[config.mk]
export PLATFORM = sky130hd
export DESIGN_NAME = temp_scratchpad_to_ascii_top
export DESIGN_NICKNAME = d
export VERILOG_FILES = /design/src/rtl/tsa_pkg.sv /design/src/rtl/tsa_crc.sv /design/src/rtl/temp_scratchpad_to_ascii_top.sv
export SDC_FILE = /design/constraint.sdc
export NUM_CORES = 1
export LEC_CHECK = 0
export BUFFER_PORTS_ARGS = -buffer_cell sky130_fd_sc_hd__buf_2
export CAP_MARGIN = 15
export CORE_UTILIZATION = 55
export CTS_BUF_LIST = sky130_fd_sc_hd__clkbuf_16
export DETAILED_ROUTE_END_ITERATION = 6
export GPL_TIMING_DRIVEN = 0
export PLACE_DENSITY = 0.72
export SETUP_SLACK_MARGIN = 0.02
export SYNTH_ARGS = -nofsm -noshare
export SYNTH_HDL_FRONTEND = slang
export SYNTH_SLANG_ARGS = --single-unit
[constraint.sdc]
create_clock -name clk -period 3.2 [get_ports clk]
set_input_delay 0.16 -clock clk [delete_from_list [all_inputs] [get_ports clk]]
set_output_delay 0.16 -clock clk [all_outputs]
set_load 0.005 [all_outputs]
[src/rtl/tsa_pkg.sv]
// Shared constants and types for the scratchpad-to-text block.
package tsa_pkg;

    localparam int TEXT_SLOTS = 12;
    localparam int IDX_W      = $clog2(TEXT_SLOTS);
    localparam int LEN_W      = $clog2(TEXT_SLOTS + 1);

    localparam logic [7:0] CRC_POLY   = 8'h8C;
    localparam logic [3:0] CRC_BYTE   = 4'd8;
    localparam logic [3:0] CRC_STEPS  = 4'd8;
    localparam logic [1:0] RES_RESET  = 2'd3;
    localparam logic [1:0] RES_MAX    = 2'd3;

    localparam logic [6:0] HUNDRED    = 7'd100;
    localparam logic [6:0] TEN        = 7'd10;

    localparam logic [7:0] CHAR_ZERO  = 8'h30;
    localparam logic [7:0] CHAR_MINUS = 8'h2D;
    localparam logic [7:0] CHAR_DOT   = 8'h2E;
    localparam logic [7:0] CHAR_STAR  = 8'h2A;
    localparam logic [7:0] CHAR_SPACE = 8'h20;
    localparam logic [7:0] CHAR_NL    = 8'h0A;

    localparam logic [1:0] STATUS_NEW     = 2'd0;
    localparam logic [1:0] STATUS_SAME    = 2'd1;
    localparam logic [1:0] STATUS_BAD_CRC = 2'd2;

    typedef struct packed {
        logic start;
        logic clear;
    } crc_ctrl_t;

endpackage

[src/rtl/tsa_crc.sv]
// Bit-serial 1-Wire CRC-8 unit that folds in one byte a bit at a time.
module tsa_crc (
    input  logic              clk,
    input  logic              rst_n,
    input  tsa_pkg::crc_ctrl_t ctrl,
    input  logic [7:0]        data,
    output logic              busy,
    output logic [7:0]        crc
);
    import tsa_pkg::*;

    logic [7:0] crc_reg;
    logic [7:0] crc_next;
    logic [3:0] cnt_reg;
    logic [3:0] cnt_next;

    always_comb
    begin
        crc_next = crc_reg;
        cnt_next = cnt_reg;
        if (ctrl.clear)
        begin
            crc_next = 8'd0;
            cnt_next = 4'd0;
        end
        else if (ctrl.start)
        begin
            crc_next = crc_reg ^ data;
            cnt_next = CRC_STEPS;
        end
        else if (cnt_reg != 4'd0)
        begin
            if (crc_reg[0])
                crc_next = (crc_reg >> 1) ^ CRC_POLY;
            else
                crc_next = crc_reg >> 1;
            cnt_next = cnt_reg - 4'd1;
        end
    end

    always_ff @(posedge clk or negedge rst_n)
    begin
        if (!rst_n)
        begin
            crc_reg <= 8'd0;
            cnt_reg <= 4'd0;
        end
        else
        begin
            crc_reg <= crc_next;
            cnt_reg <= cnt_next;
        end
    end

    assign busy = (cnt_reg != 4'd0);
    assign crc  = crc_reg;

    a_start_idle: assert property (@(posedge clk) disable iff (!rst_n)
        ctrl.start |-> cnt_reg == 4'd0)
        else $error("CRC unit started while shifting.");

    a_count_range: assert property (@(posedge clk) disable iff (!rst_n)
        cnt_reg <= CRC_STEPS)
        else $error("CRC step count out of range.");

    a_start_loads: assert property (@(posedge clk) disable iff (!rst_n)
        (ctrl.start && !ctrl.clear) |=> cnt_reg == CRC_STEPS)
        else $error("CRC unit did not load its step count.");

endmodule

[src/rtl/temp_scratchpad_to_ascii_top.sv]
// Top level: byte sequencer, text builder, text store and output register.
// Bytes 0 to 7 stall the input while the CRC unit shifts one bit per cycle.
// After byte 8 a new reading is rebuilt as text digit by digit through subtract and
// shift-add steps; a mark of an unchanged or bad reading is written on acceptance.
// The stored text then leaves at one character per cycle while out_stall is low, up to 11 characters.
// Reset (rst_n low, asynchronous) clears control state; nothing is emitted before a text.
module temp_scratchpad_to_ascii_top (
    input  logic       clk,
    input  logic       rst_n,
    input  logic       cfg_we,
    input  logic [1:0] cfg_data,
    input  logic       in_valid,
    output logic       in_stall,
    input  logic [7:0] scratch_byte,
    output logic       out_valid,
    input  logic       out_stall,
    output logic [7:0] text_char,
    output logic       last_char,
    output logic [1:0] status
);
    import tsa_pkg::*;

    typedef enum logic [3:0] {
        S_IDLE, S_CRC, S_SIGN, S_HUND, S_TENS, S_ONES,
        S_DOT, S_FRAC, S_SPACE, S_NL, S_EMIT
    } state_t;

    state_t            state_reg, state_next;
    logic [1:0]        res_reg, res_next;
    logic [3:0]        byte_idx_reg, byte_idx_next;
    logic [15:0]       raw_reg, raw_next;
    logic [15:0]       prev_reg, prev_next;
    logic [LEN_W-1:0]  len_reg, len_next;
    logic [LEN_W-1:0]  pos_reg, pos_next;
    logic [LEN_W-1:0]  rd_reg, rd_next;
    logic              neg_reg, neg_next;
    logic [6:0]        whole_reg, whole_next;
    logic [3:0]        frac_reg, frac_next;
    logic [3:0]        tcnt_reg, tcnt_next;
    logic              hund_reg, hund_next;
    logic [1:0]        stat_reg, stat_next;
    logic              ovalid_reg, ovalid_next;
    logic [7:0]        ochar_reg, ochar_next;
    logic              olast_reg, olast_next;
    logic [1:0]        ostat_reg, ostat_next;

    logic [7:0]        store_mem [TEXT_SLOTS];
    logic              store_we;
    logic [IDX_W-1:0]  store_addr;
    logic [7:0]        store_wdata;

    crc_ctrl_t         crc_ctrl;
    logic              crc_busy;
    logic [7:0]        crc_val;

    logic              in_acc;
    logic              out_load;
    logic              put;
    logic [7:0]        put_char;
    logic [15:0]       mag;
    logic [2:0]        fbits;
    logic [3:0]        fmask;
    logic [7:0]        f10;
    logic [7:0]        fdigit;
    logic [LEN_W-1:0]  len_m1;

    tsa_crc u_crc (
        .clk   (clk),
        .rst_n (rst_n),
        .ctrl  (crc_ctrl),
        .data  (scratch_byte),
        .busy  (crc_busy),
        .crc   (crc_val)
    );

    assign in_stall = (state_reg != S_IDLE);
    assign in_acc   = in_valid && !in_stall;
    assign out_load = (state_reg == S_EMIT) && (!ovalid_reg || !out_stall);
    assign len_m1   = len_reg - LEN_W'(1);

    assign mag    = raw_reg[15] ? (16'd0 - raw_reg) : raw_reg;
    assign fbits  = {1'b0, res_reg} + 3'd1;
    assign fmask  = ~(4'hF << fbits);
    assign f10    = {1'b0, frac_reg, 3'b000} + {3'b000, frac_reg, 1'b0};
    assign fdigit = f10 >> fbits;

    always_comb
    begin
        state_next    = state_reg;
        res_next      = res_reg;
        byte_idx_next = byte_idx_reg;
        raw_next      = raw_reg;
        prev_next     = prev_reg;
        len_next      = len_reg;
        pos_next      = pos_reg;
        rd_next       = rd_reg;
        neg_next      = neg_reg;
        whole_next    = whole_reg;
        frac_next     = frac_reg;
        tcnt_next     = tcnt_reg;
        hund_next     = hund_reg;
        stat_next     = stat_reg;
        ovalid_next   = ovalid_reg;
        ochar_next    = ochar_reg;
        olast_next    = olast_reg;
        ostat_next    = ostat_reg;
        crc_ctrl      = '0;
        put           = 1'b0;
        put_char      = CHAR_SPACE;
        store_we      = 1'b0;
        store_addr    = pos_reg[IDX_W-1:0];
        store_wdata   = put_char;

        if (cfg_we)
            res_next = cfg_data & RES_MAX;

        if (ovalid_reg && !out_stall)
            ovalid_next = 1'b0;

        case (state_reg)
            S_IDLE:
            begin
                if (in_acc)
                begin
                    if (byte_idx_reg < CRC_BYTE)
                    begin
                        if (byte_idx_reg == 4'd0)
                            raw_next = {raw_reg[15:8], scratch_byte};
                        else if (byte_idx_reg == 4'd1)
                            raw_next = {scratch_byte, raw_reg[7:0]};
                        crc_ctrl.start = 1'b1;
                        byte_idx_next  = byte_idx_reg + 4'd1;
                        state_next     = S_CRC;
                    end
                    else
                    begin
                        byte_idx_next  = 4'd0;
                        crc_ctrl.clear = 1'b1;
                        rd_next        = '0;
                        if (crc_val == scratch_byte && raw_reg != prev_reg)
                        begin
                            prev_next  = raw_reg;
                            stat_next  = STATUS_NEW;
                            neg_next   = raw_reg[15];
                            whole_next = mag[10:4];
                            frac_next  = mag[3:0] >> (RES_MAX - res_reg);
                            pos_next   = '0;
                            tcnt_next  = 4'd0;
                            hund_next  = 1'b0;
                            state_next = S_SIGN;
                        end
                        else
                        begin
                            stat_next = (crc_val == scratch_byte) ? STATUS_SAME
                                                                  : STATUS_BAD_CRC;
                            if (len_reg >= LEN_W'(2) && len_reg <= LEN_W'(TEXT_SLOTS))
                            begin
                                store_we    = 1'b1;
                                store_addr  = IDX_W'(len_reg - LEN_W'(2));
                                store_wdata = (crc_val == scratch_byte) ? CHAR_SPACE
                                                                        : CHAR_STAR;
                            end
                            if (len_reg != '0)
                                state_next = S_EMIT;
                        end
                    end
                end
            end
            S_CRC:
            begin
                if (!crc_busy)
                    state_next = S_IDLE;
            end
            S_SIGN:
            begin
                put        = neg_reg;
                put_char   = CHAR_MINUS;
                state_next = S_HUND;
            end
            S_HUND:
            begin
                if (whole_reg >= HUNDRED)
                begin
                    put        = 1'b1;
                    put_char   = CHAR_ZERO + 8'd1;
                    whole_next = whole_reg - HUNDRED;
                    hund_next  = 1'b1;
                end
                state_next = S_TENS;
            end
            S_TENS:
            begin
                if (whole_reg >= TEN)
                begin
                    whole_next = whole_reg - TEN;
                    tcnt_next  = tcnt_reg + 4'd1;
                end
                else
                begin
                    put        = hund_reg || (tcnt_reg != 4'd0);
                    put_char   = CHAR_ZERO + {4'd0, tcnt_reg};
                    state_next = S_ONES;
                end
            end
            S_ONES:
            begin
                put        = 1'b1;
                put_char   = CHAR_ZERO + {1'b0, whole_reg};
                state_next = S_DOT;
            end
            S_DOT:
            begin
                put        = 1'b1;
                put_char   = CHAR_DOT;
                state_next = S_FRAC;
            end
            S_FRAC:
            begin
                if (frac_reg != 4'd0)
                begin
                    put       = 1'b1;
                    put_char  = CHAR_ZERO + fdigit;
                    frac_next = f10[3:0] & fmask;
                end
                else
                    state_next = S_SPACE;
            end
            S_SPACE:
            begin
                put        = 1'b1;
                put_char   = CHAR_SPACE;
                state_next = S_NL;
            end
            S_NL:
            begin
                put        = 1'b1;
                put_char   = CHAR_NL;
                state_next = S_EMIT;
                if (pos_reg < LEN_W'(TEXT_SLOTS))
                    len_next = pos_reg + LEN_W'(1);
                else
                    len_next = pos_reg;
            end
            S_EMIT:
            begin
                if (out_load)
                begin
                    ovalid_next = 1'b1;
                    ochar_next  = store_mem[rd_reg[IDX_W-1:0]];
                    olast_next  = (rd_reg == len_m1);
                    ostat_next  = stat_reg;
                    rd_next     = rd_reg + LEN_W'(1);
                    if (rd_reg == len_m1)
                        state_next = S_IDLE;
                end
            end
            default:
            begin
                state_next = S_IDLE;
            end
        endcase

        if (put && pos_reg < LEN_W'(TEXT_SLOTS))
        begin
            store_we    = 1'b1;
            store_addr  = pos_reg[IDX_W-1:0];
            store_wdata = put_char;
            pos_next    = pos_reg + LEN_W'(1);
        end
    end

    always_ff @(posedge clk or negedge rst_n)
    begin
        if (!rst_n)
        begin
            state_reg    <= S_IDLE;
            res_reg      <= RES_RESET;
            byte_idx_reg <= 4'd0;
            raw_reg      <= 16'd0;
            prev_reg     <= 16'd0;
            len_reg      <= '0;
            pos_reg      <= '0;
            rd_reg       <= '0;
            tcnt_reg     <= 4'd0;
            hund_reg     <= 1'b0;
            stat_reg     <= STATUS_NEW;
            ovalid_reg   <= 1'b0;
        end
        else
        begin
            state_reg    <= state_next;
            res_reg      <= res_next;
            byte_idx_reg <= byte_idx_next;
            raw_reg      <= raw_next;
            prev_reg     <= prev_next;
            len_reg      <= len_next;
            pos_reg      <= pos_next;
            rd_reg       <= rd_next;
            tcnt_reg     <= tcnt_next;
            hund_reg     <= hund_next;
            stat_reg     <= stat_next;
            ovalid_reg   <= ovalid_next;
        end
    end

    always_ff @(posedge clk)
    begin
        neg_reg   <= neg_next;
        whole_reg <= whole_next;
        frac_reg  <= frac_next;
        ochar_reg <= ochar_next;
        olast_reg <= olast_next;
        ostat_reg <= ostat_next;
    end

    always_ff @(posedge clk)
    begin
        if (store_we)
            store_mem[store_addr] <= store_wdata;
    end

    assign out_valid = ovalid_reg;
    assign text_char = ochar_reg;
    assign last_char = olast_reg;
    assign status    = ostat_reg;

    a_emit_no_write: assert property (@(posedge clk) disable iff (!rst_n)
        state_reg == S_EMIT |-> !store_we)
        else $error("Text store written while the text is being sent.");

    a_last_ends: assert property (@(posedge clk) disable iff (!rst_n)
        (out_load && rd_reg == len_m1) |=> state_reg == S_IDLE && last_char)
        else $error("Sequencer did not return to idle after the final character.");

    a_len_legal: assert property (@(posedge clk) disable iff (!rst_n)
        len_reg == '0 || len_reg >= LEN_W'(4))
        else $error("Stored text length is too short to hold a reading.");

    a_crc_start_idle: assert property (@(posedge clk) disable iff (!rst_n)
        crc_ctrl.start |-> !crc_busy && byte_idx_reg < CRC_BYTE)
        else $error("CRC unit started out of sequence.");

endmodule

Word level (Yosys, flattened, before mapping) --
Memory sizes are Yosys's and may differ from the RTL's. A register that Yosys moved wholly into a read port is not among the register bits. Cells that the tools add are included.
Operators by class: add/sub/neg operators 16, order comparisons 6, eq/ne operators 27, shift operators 3, mux-type cells 86, bitwise operators 6, reductions and logical operators 41
Operator list (count):
- two-way mux 4 bit | 39
- two-way mux 8 bit | 7
- one-hot mux 8 bit (7 select lines) | 1
- one-hot mux 4 bit (11 select lines) | 1
- two-way mux 7 bit | 6
- one-hot mux 4 bit (2 select lines) | 3
- one-hot mux 7 bit (3 select lines) | 1
- two-way mux 1 bit | 20
- inequality test 2 bit, second input constant | 10
- AND reduction 5 bit | 4
- nonzero test 4 bit | 5
- adder 4 x 1 -> 4 bit, second input constant | 4
- == test 4 x 3 -> 1 bit, second input constant | 4
- inequality test 16 bit | 1
- AND reduction 4 bit | 4
- nonzero test 2 bit | 7
- == test 4 bit, second input constant | 3
- two-way mux 11 bit | 1
- subtractor 1 x 11 -> 11 bit, first input constant | 1
- adder 6 x 7 -> 8 bit, first input constant | 1
- adder 6 x 8 -> 8 bit, first input constant | 1
- adder 7 x 5 -> 8 bit | 1
- == test 4 x 1 -> 1 bit, second input constant | 2
- == test 4 x 2 -> 1 bit, second input constant | 2
- 38 further kinds | 56
Storage, ports and cells: flip-flop bits (word level) 89, bits in writable memories 96, input port bits 15, output and inout bits 13, memories kept 1
Memories:
- store_mem | words 12, bits a word 8, read ports 1, clocked after memory_dff 1, wr ports 1, RTL line temp_scratchpad_to_ascii_top.sv:47 | logic [7:0] store_mem [TEXT_SLOTS];

Longest topological paths before layout --
depth in word-level cells 10, gate-level depth with buffers 10, depth with buffers taken out 10

By module --
A second synthesis with hierarchy kept.
Unflattened totals: cells, all modules 809, area total of the unflattened synthesis 9740.6 sq um
By module, submodules not included:
- temp_scratchpad_to_ascii_top | instances 1, cells each 733, area an instance 9037.4 sq um
- tsa_crc | instances 1, cells each 76, area an instance 703.2 sq um

Least setup slack after synthesis --
OpenSTA, ideal clock, no wires.
path kind reg2reg, start reg state_reg[0], end mem store_mem[10][0], enable pin, library setup time 0.370 ns, arrival time 2.456 ns, slack 0.373 ns, stages on the path, launching flop included 9, period minus slack after synthesis 2.827 ns, cell sequence dfrtp_1 > buf_4 > nor4_4 > and3_1 > buf_2 > o211ai_1 > a21oi_2 > mux2_2 > nor2_1
Between the ends: cells in the longest elaborated chain, start to end 8, elaborated cells on any way between the ends 23
Ends and longest elaborated chain:
- start, declared | RTL line temp_scratchpad_to_ascii_top.sv:28 | state_t state_reg, state_next;
- start signal, assigned | RTL line temp_scratchpad_to_ascii_top.sv:291 | state_reg <= state_next;
- branches (longest 8 deep; another with one-hot mux 1 bit (5 select lines))
- end, declared | RTL line temp_scratchpad_to_ascii_top.sv:47
Several ways; the timed one is not identified.

Final worst setup path --
start reg tcnt_reg[1], end mem store_mem[4][6], enable pin
Between the ends: cells in the longest elaborated chain, start to end 8, elaborated cells on any way between the ends 9
Ends and longest elaborated chain:
- start, declared | RTL line temp_scratchpad_to_ascii_top.sv:39 | logic [3:0] tcnt_reg, tcnt_next;
- start signal, assigned | RTL line temp_scratchpad_to_ascii_top.sv:299 | tcnt_reg <= tcnt_next;
- nonzero test 4 bit (*) | RTL line temp_scratchpad_to_ascii_top.sv:200 | put = hund_reg || (tcnt_reg != 4'd0);
- logical OR 1 bit (*) | RTL line temp_scratchpad_to_ascii_top.sv:200
- two-way mux 1 bit (*) | RTL line temp_scratchpad_to_ascii_top.sv:193 | if (whole_reg >= TEN)
- one-hot mux 1 bit (5 select lines) (*) | RTL line temp_scratchpad_to_ascii_top.sv:120 | case (state_reg)
- logical AND 1 bit (*) | RTL line temp_scratchpad_to_ascii_top.sv:263 | if (put && pos_reg < LEN_W'(TEXT_SLOTS))
- two-way mux 1 bit | RTL line temp_scratchpad_to_ascii_top.sv:263
- two-way mux 1 bit | RTL line temp_scratchpad_to_ascii_top.sv:318 | if (store_we)
- two-way mux 1 bit (implied by the code) | RTL line temp_scratchpad_to_ascii_top.sv:319 | store_mem[store_addr] <= store_wdata;
Mark *: on every way between the ends. The rest lies on a longest branch, timed or not.

==> qor.txt <==
Status - finished clean
Syn-to-layout area delta - 13.3%
Syn avg cell area - 12.5 sq um
Die Ht - 134 um
CTS Buffer Depth - 2
Inst Count DP - 1024
NetSw - 3.72 mW
Cells after Synth - 771
Crit path kind - register to register
CTS clk-pin slew, worst paths - 0.07 ns
Critical R2R Capture - store_mem[4][6]$_DFFE_PP_
Htree depth - 4
Met3 usage - 3.82%
Starting Density - 56.1%
Die X-Extent - 134 um
Setup ws final - 0.0933 ns
Total track usage - 25.0%
Final core utilization - 63.6%
Root Buffer - clkbuf_16
Vias/cell - 6.05
Cell Area, Synth - 9640 sq um
Ant diodes - 0
Reg area - 5430 sq um
Routed WL per cell - 20.1 um
Ports - 28
Final min period - 3.11 ns
Fmax achieved - 322 MHz
Crit-path slowest cell - a32oi_1
PwrDens - 879 nW/um^2
Fillers - 1351
Reg2reg path depth - 7
Register share of total power - 39.1%
Final non-filler cell total - 1065
HPWL reported at the end of detailed placement - 15400 um
CORE AREA - 17200 sq um
Synth Register Bits - 193
Max Cap Violations - 0
WP data required - 3.35 ns
CP cell instances - inv_1 -> ha_1 -> or4b_2 -> a32oi_1 -> a211oi_2 -> a32oi_1 -> nor2_4
R2r startpoint - tcnt_reg[1]$_DFFE_PN0P_
Static leakage - 4.12 nW
Sequential fraction of the synthesis area - 56.3%
Final TNS setup - 0 ns
Critical Path AT - 3.26 ns
Share of cells above drive strength 1 - 20.7%
Crit Path Max Fanout - 8
Port buffer count - 27
Clock share of power - 22.1%
Rows - 48
Final setup viols - 0
Worst vdd ir - 533 uV
Met2 track demand over resource - 43.4%
Syn. warnings - 0
Hold/Removal Path Class - input port to register
Hold Path End - out_valid$_DFF_PN0_
Final Hold Viols - 0
Asr flop ratio synth - 38.3%
Hold Path Origin - out_stall
Met1 usage in global routing - 31.5%
CTS tree - yes
Global route overflow - 0
Clock sink count - 193
CTS Buf Count - 17
# nets final - 869
Max Slew Vio Count - 0
First-pass GRT wire length - 34100 um
Comb pwr share - 38.8%
Vias - 6446
Worst Max-Slew Pin Slew - 0.953 ns
Antenna-violating nets left - 0
Reg2reg setup slack - 0.09 ns
Initial antenna violation count - 0
Final WL - 21400 um
Slew headroom - 36.5%
Internal Pwr Total - 5.87 mW
Hold depth - 3
Largest net degree at the start of global routing - 42
DIE AREA - 18100 sq um
Vias in the first global route - 6463
Skew final - 0.0137 ns
Critical Path Start Type - register
Most used flip-flop cell after synthesis - edfxtp_1
Multi-input combinational cell area - 4090 sq um
Post-synth EDFFs - 119
Synthesized Nets - 813
Synth cell types - 74
1st-iter DRT viols - 404
Dpl ws - -0.341 ns
Period Utilization, post-route - 97.1%
DRT Pass-1 Iters - 5
DRC Markers - 0
Critical Path Max Stage Delay - 0.67 ns
RSZ-0062 raised after global routing - true
Crit. End Element - register
GRT Max-Usage Layer - met2
GPL Wtd Cong - 0.856
Max reg flops - 96
CP most frequent cell - a32oi_1
Switching Share - 38.8%
Clk_lat worst skew - 0.44 ns
-- power groups by stage --
| stage | logic (mW) | clock network (mW) | registers [mW] |
|---|---|---|---|
| after floorplan | 2.69 | 0 | 3.62 |
| after global placement | 3.39 | 0 | 3.76 |
| after detailed placement | 3.51 | 0 | 3.79 |
| after CTS | 3.59 | 2.15 | 3.74 |
| after global routing | 4.10 | 2.26 | 3.81 |
| final | 3.72 | 2.12 | 3.75 |
-- worst max-delay path: cells and delay by family (launching register included) --
family | cells | cell delay (ns)
and+or+nand+nor | 2 | 0.76
AOI/OAI and AO/OA | 3 | 1.37
DFF | 1 | 0.45
adders and majority gates | 1 | 0.14
buffers and inverters | 1 | 0.11
-- repair_timing --
action	CTS	global route
setup endpoints to repair	180	125
buffers inserted	1	3
pin swaps	1	1
hold buffers	5	0
gates resized for setup	22	15
endpoints found under the hold margin	33	0
-- cell usage after synthesis, drive strengths merged, types with 10 or more instances --
master,n,share of area (%)
mux2,37,4.3
nand2,52,2.0
ha,26,3.4
inv,29,1.1
o21ai,58,3.0
nor2,59,2.3
a21oi,34,1.8
buf,16,0.91
mux4,24,5.6
xnor2,20,1.8
nand3,10,0.52
o22ai,10,0.65
dfrtp,72,19
xor2,34,3.1
nor2b,13,0.84
mux2i,17,1.8
edfxtp,119,37
clkbuf,22,0.86
-- metrics by stage --
stage / hold slack [ns] / power (mW) / instance area (sq um)
2_1_floorplan: -0.136 / 6.31 / 9640
5_1_grt: 0.0141 / 10.2 / 10900
3_3_place_gp: 0.396 / 7.15 / 10100
3_5_place_dp: 0.153 / 7.30 / 10100
4_1_cts: 0.00891 / 9.48 / 10800
6_report: 0.0195 / 9.59 / 10900
-- cell usage in the layout, fill, tap and decap left out, types with 6 or more instances in the layout --
cell / Yosys / routed
xor2_1: 34 / 34
nor2b_1: 13 / 13
o22ai_1: 10 / 8
mux2i_1: 17 / 15
mux2_2: 35 / 35
inv_1: 28 / 28
edfxtp_1: 119 / 119
nor2_1: 58 / 43
xnor2_1: 20 / 20
a31oi_1: 6 / 6
nand2_1: 52 / 52
buf_4: 2 / 7
a21oi_1: 32 / 29
clkbuf_1: 22 / 22
dfrtp_1: 72 / 72
o21ai_0: 57 / 57
buf_2: 10 / 36
nand2b_1: 8 / 8
or3_1: 7 / 7
nor3b_1: 8 / 8
nor2_4: 0 / 12
clkbuf_16: 0 / 17
nand4_1: 7 / 7
ha_1: 26 / 26
nand3_1: 10 / 10
mux4_2: 24 / 24
-- metal layers --
metal / part of all wire, % / vias up
met5: 0 / -
met4: 1.9 / 0
met3: 3.7 / 29
met2: 52 / 174
met1: 42 / 3256
li1: - / 2987
-- worst max-delay path by stage --
stage,cells past startpoint,slack (ns),endpoint,start
after global placement,8,-0.26,store_mem[5][6]$_DFFE_PP_,whole_reg[4]$_DFFE_PP_
after global routing,7,-0.06,store_mem[6][2]$_DFFE_PP_,tcnt_reg[1]$_DFFE_PN0P_
after detailed placement,7,-0.34,store_mem[8][6]$_DFFE_PP_,raw_reg[3]$_DFFE_PN0P_
after floorplan,8,0.37,store_mem[10][0]$_DFFE_PP_,state_reg[0]$_DFFE_PN0P_
final,7,0.09,store_mem[4][6]$_DFFE_PP_,tcnt_reg[1]$_DFFE_PN0P_
after CTS,8,-0.08,store_mem[10][4]$_DFFE_PP_,state_reg[0]$_DFFE_PN0P_
-- layout make-up --
cell class	instances	area share (%)
Clock inverter	15	1.67
Sequential cell	193	49.7
Buffer	38	1.56
Inverter	29	0.997
Multi-Input combinational cell	511	37.4
Tap cell	225	2.58
Timing Repair Buffer	37	2.18
Clock buffer	17	3.90
-- cells by family after synthesis --
logic type	synth area share, %
DFF	56.3
muxes	11.7
adders and majority gates	3.58
buffers and inverters	2.90
xor gates and xnor gates	4.91
and+or+nand+nor	10.3
AOI/OAI and AO/OA	10.3
(Power assumes the default switching activity.)
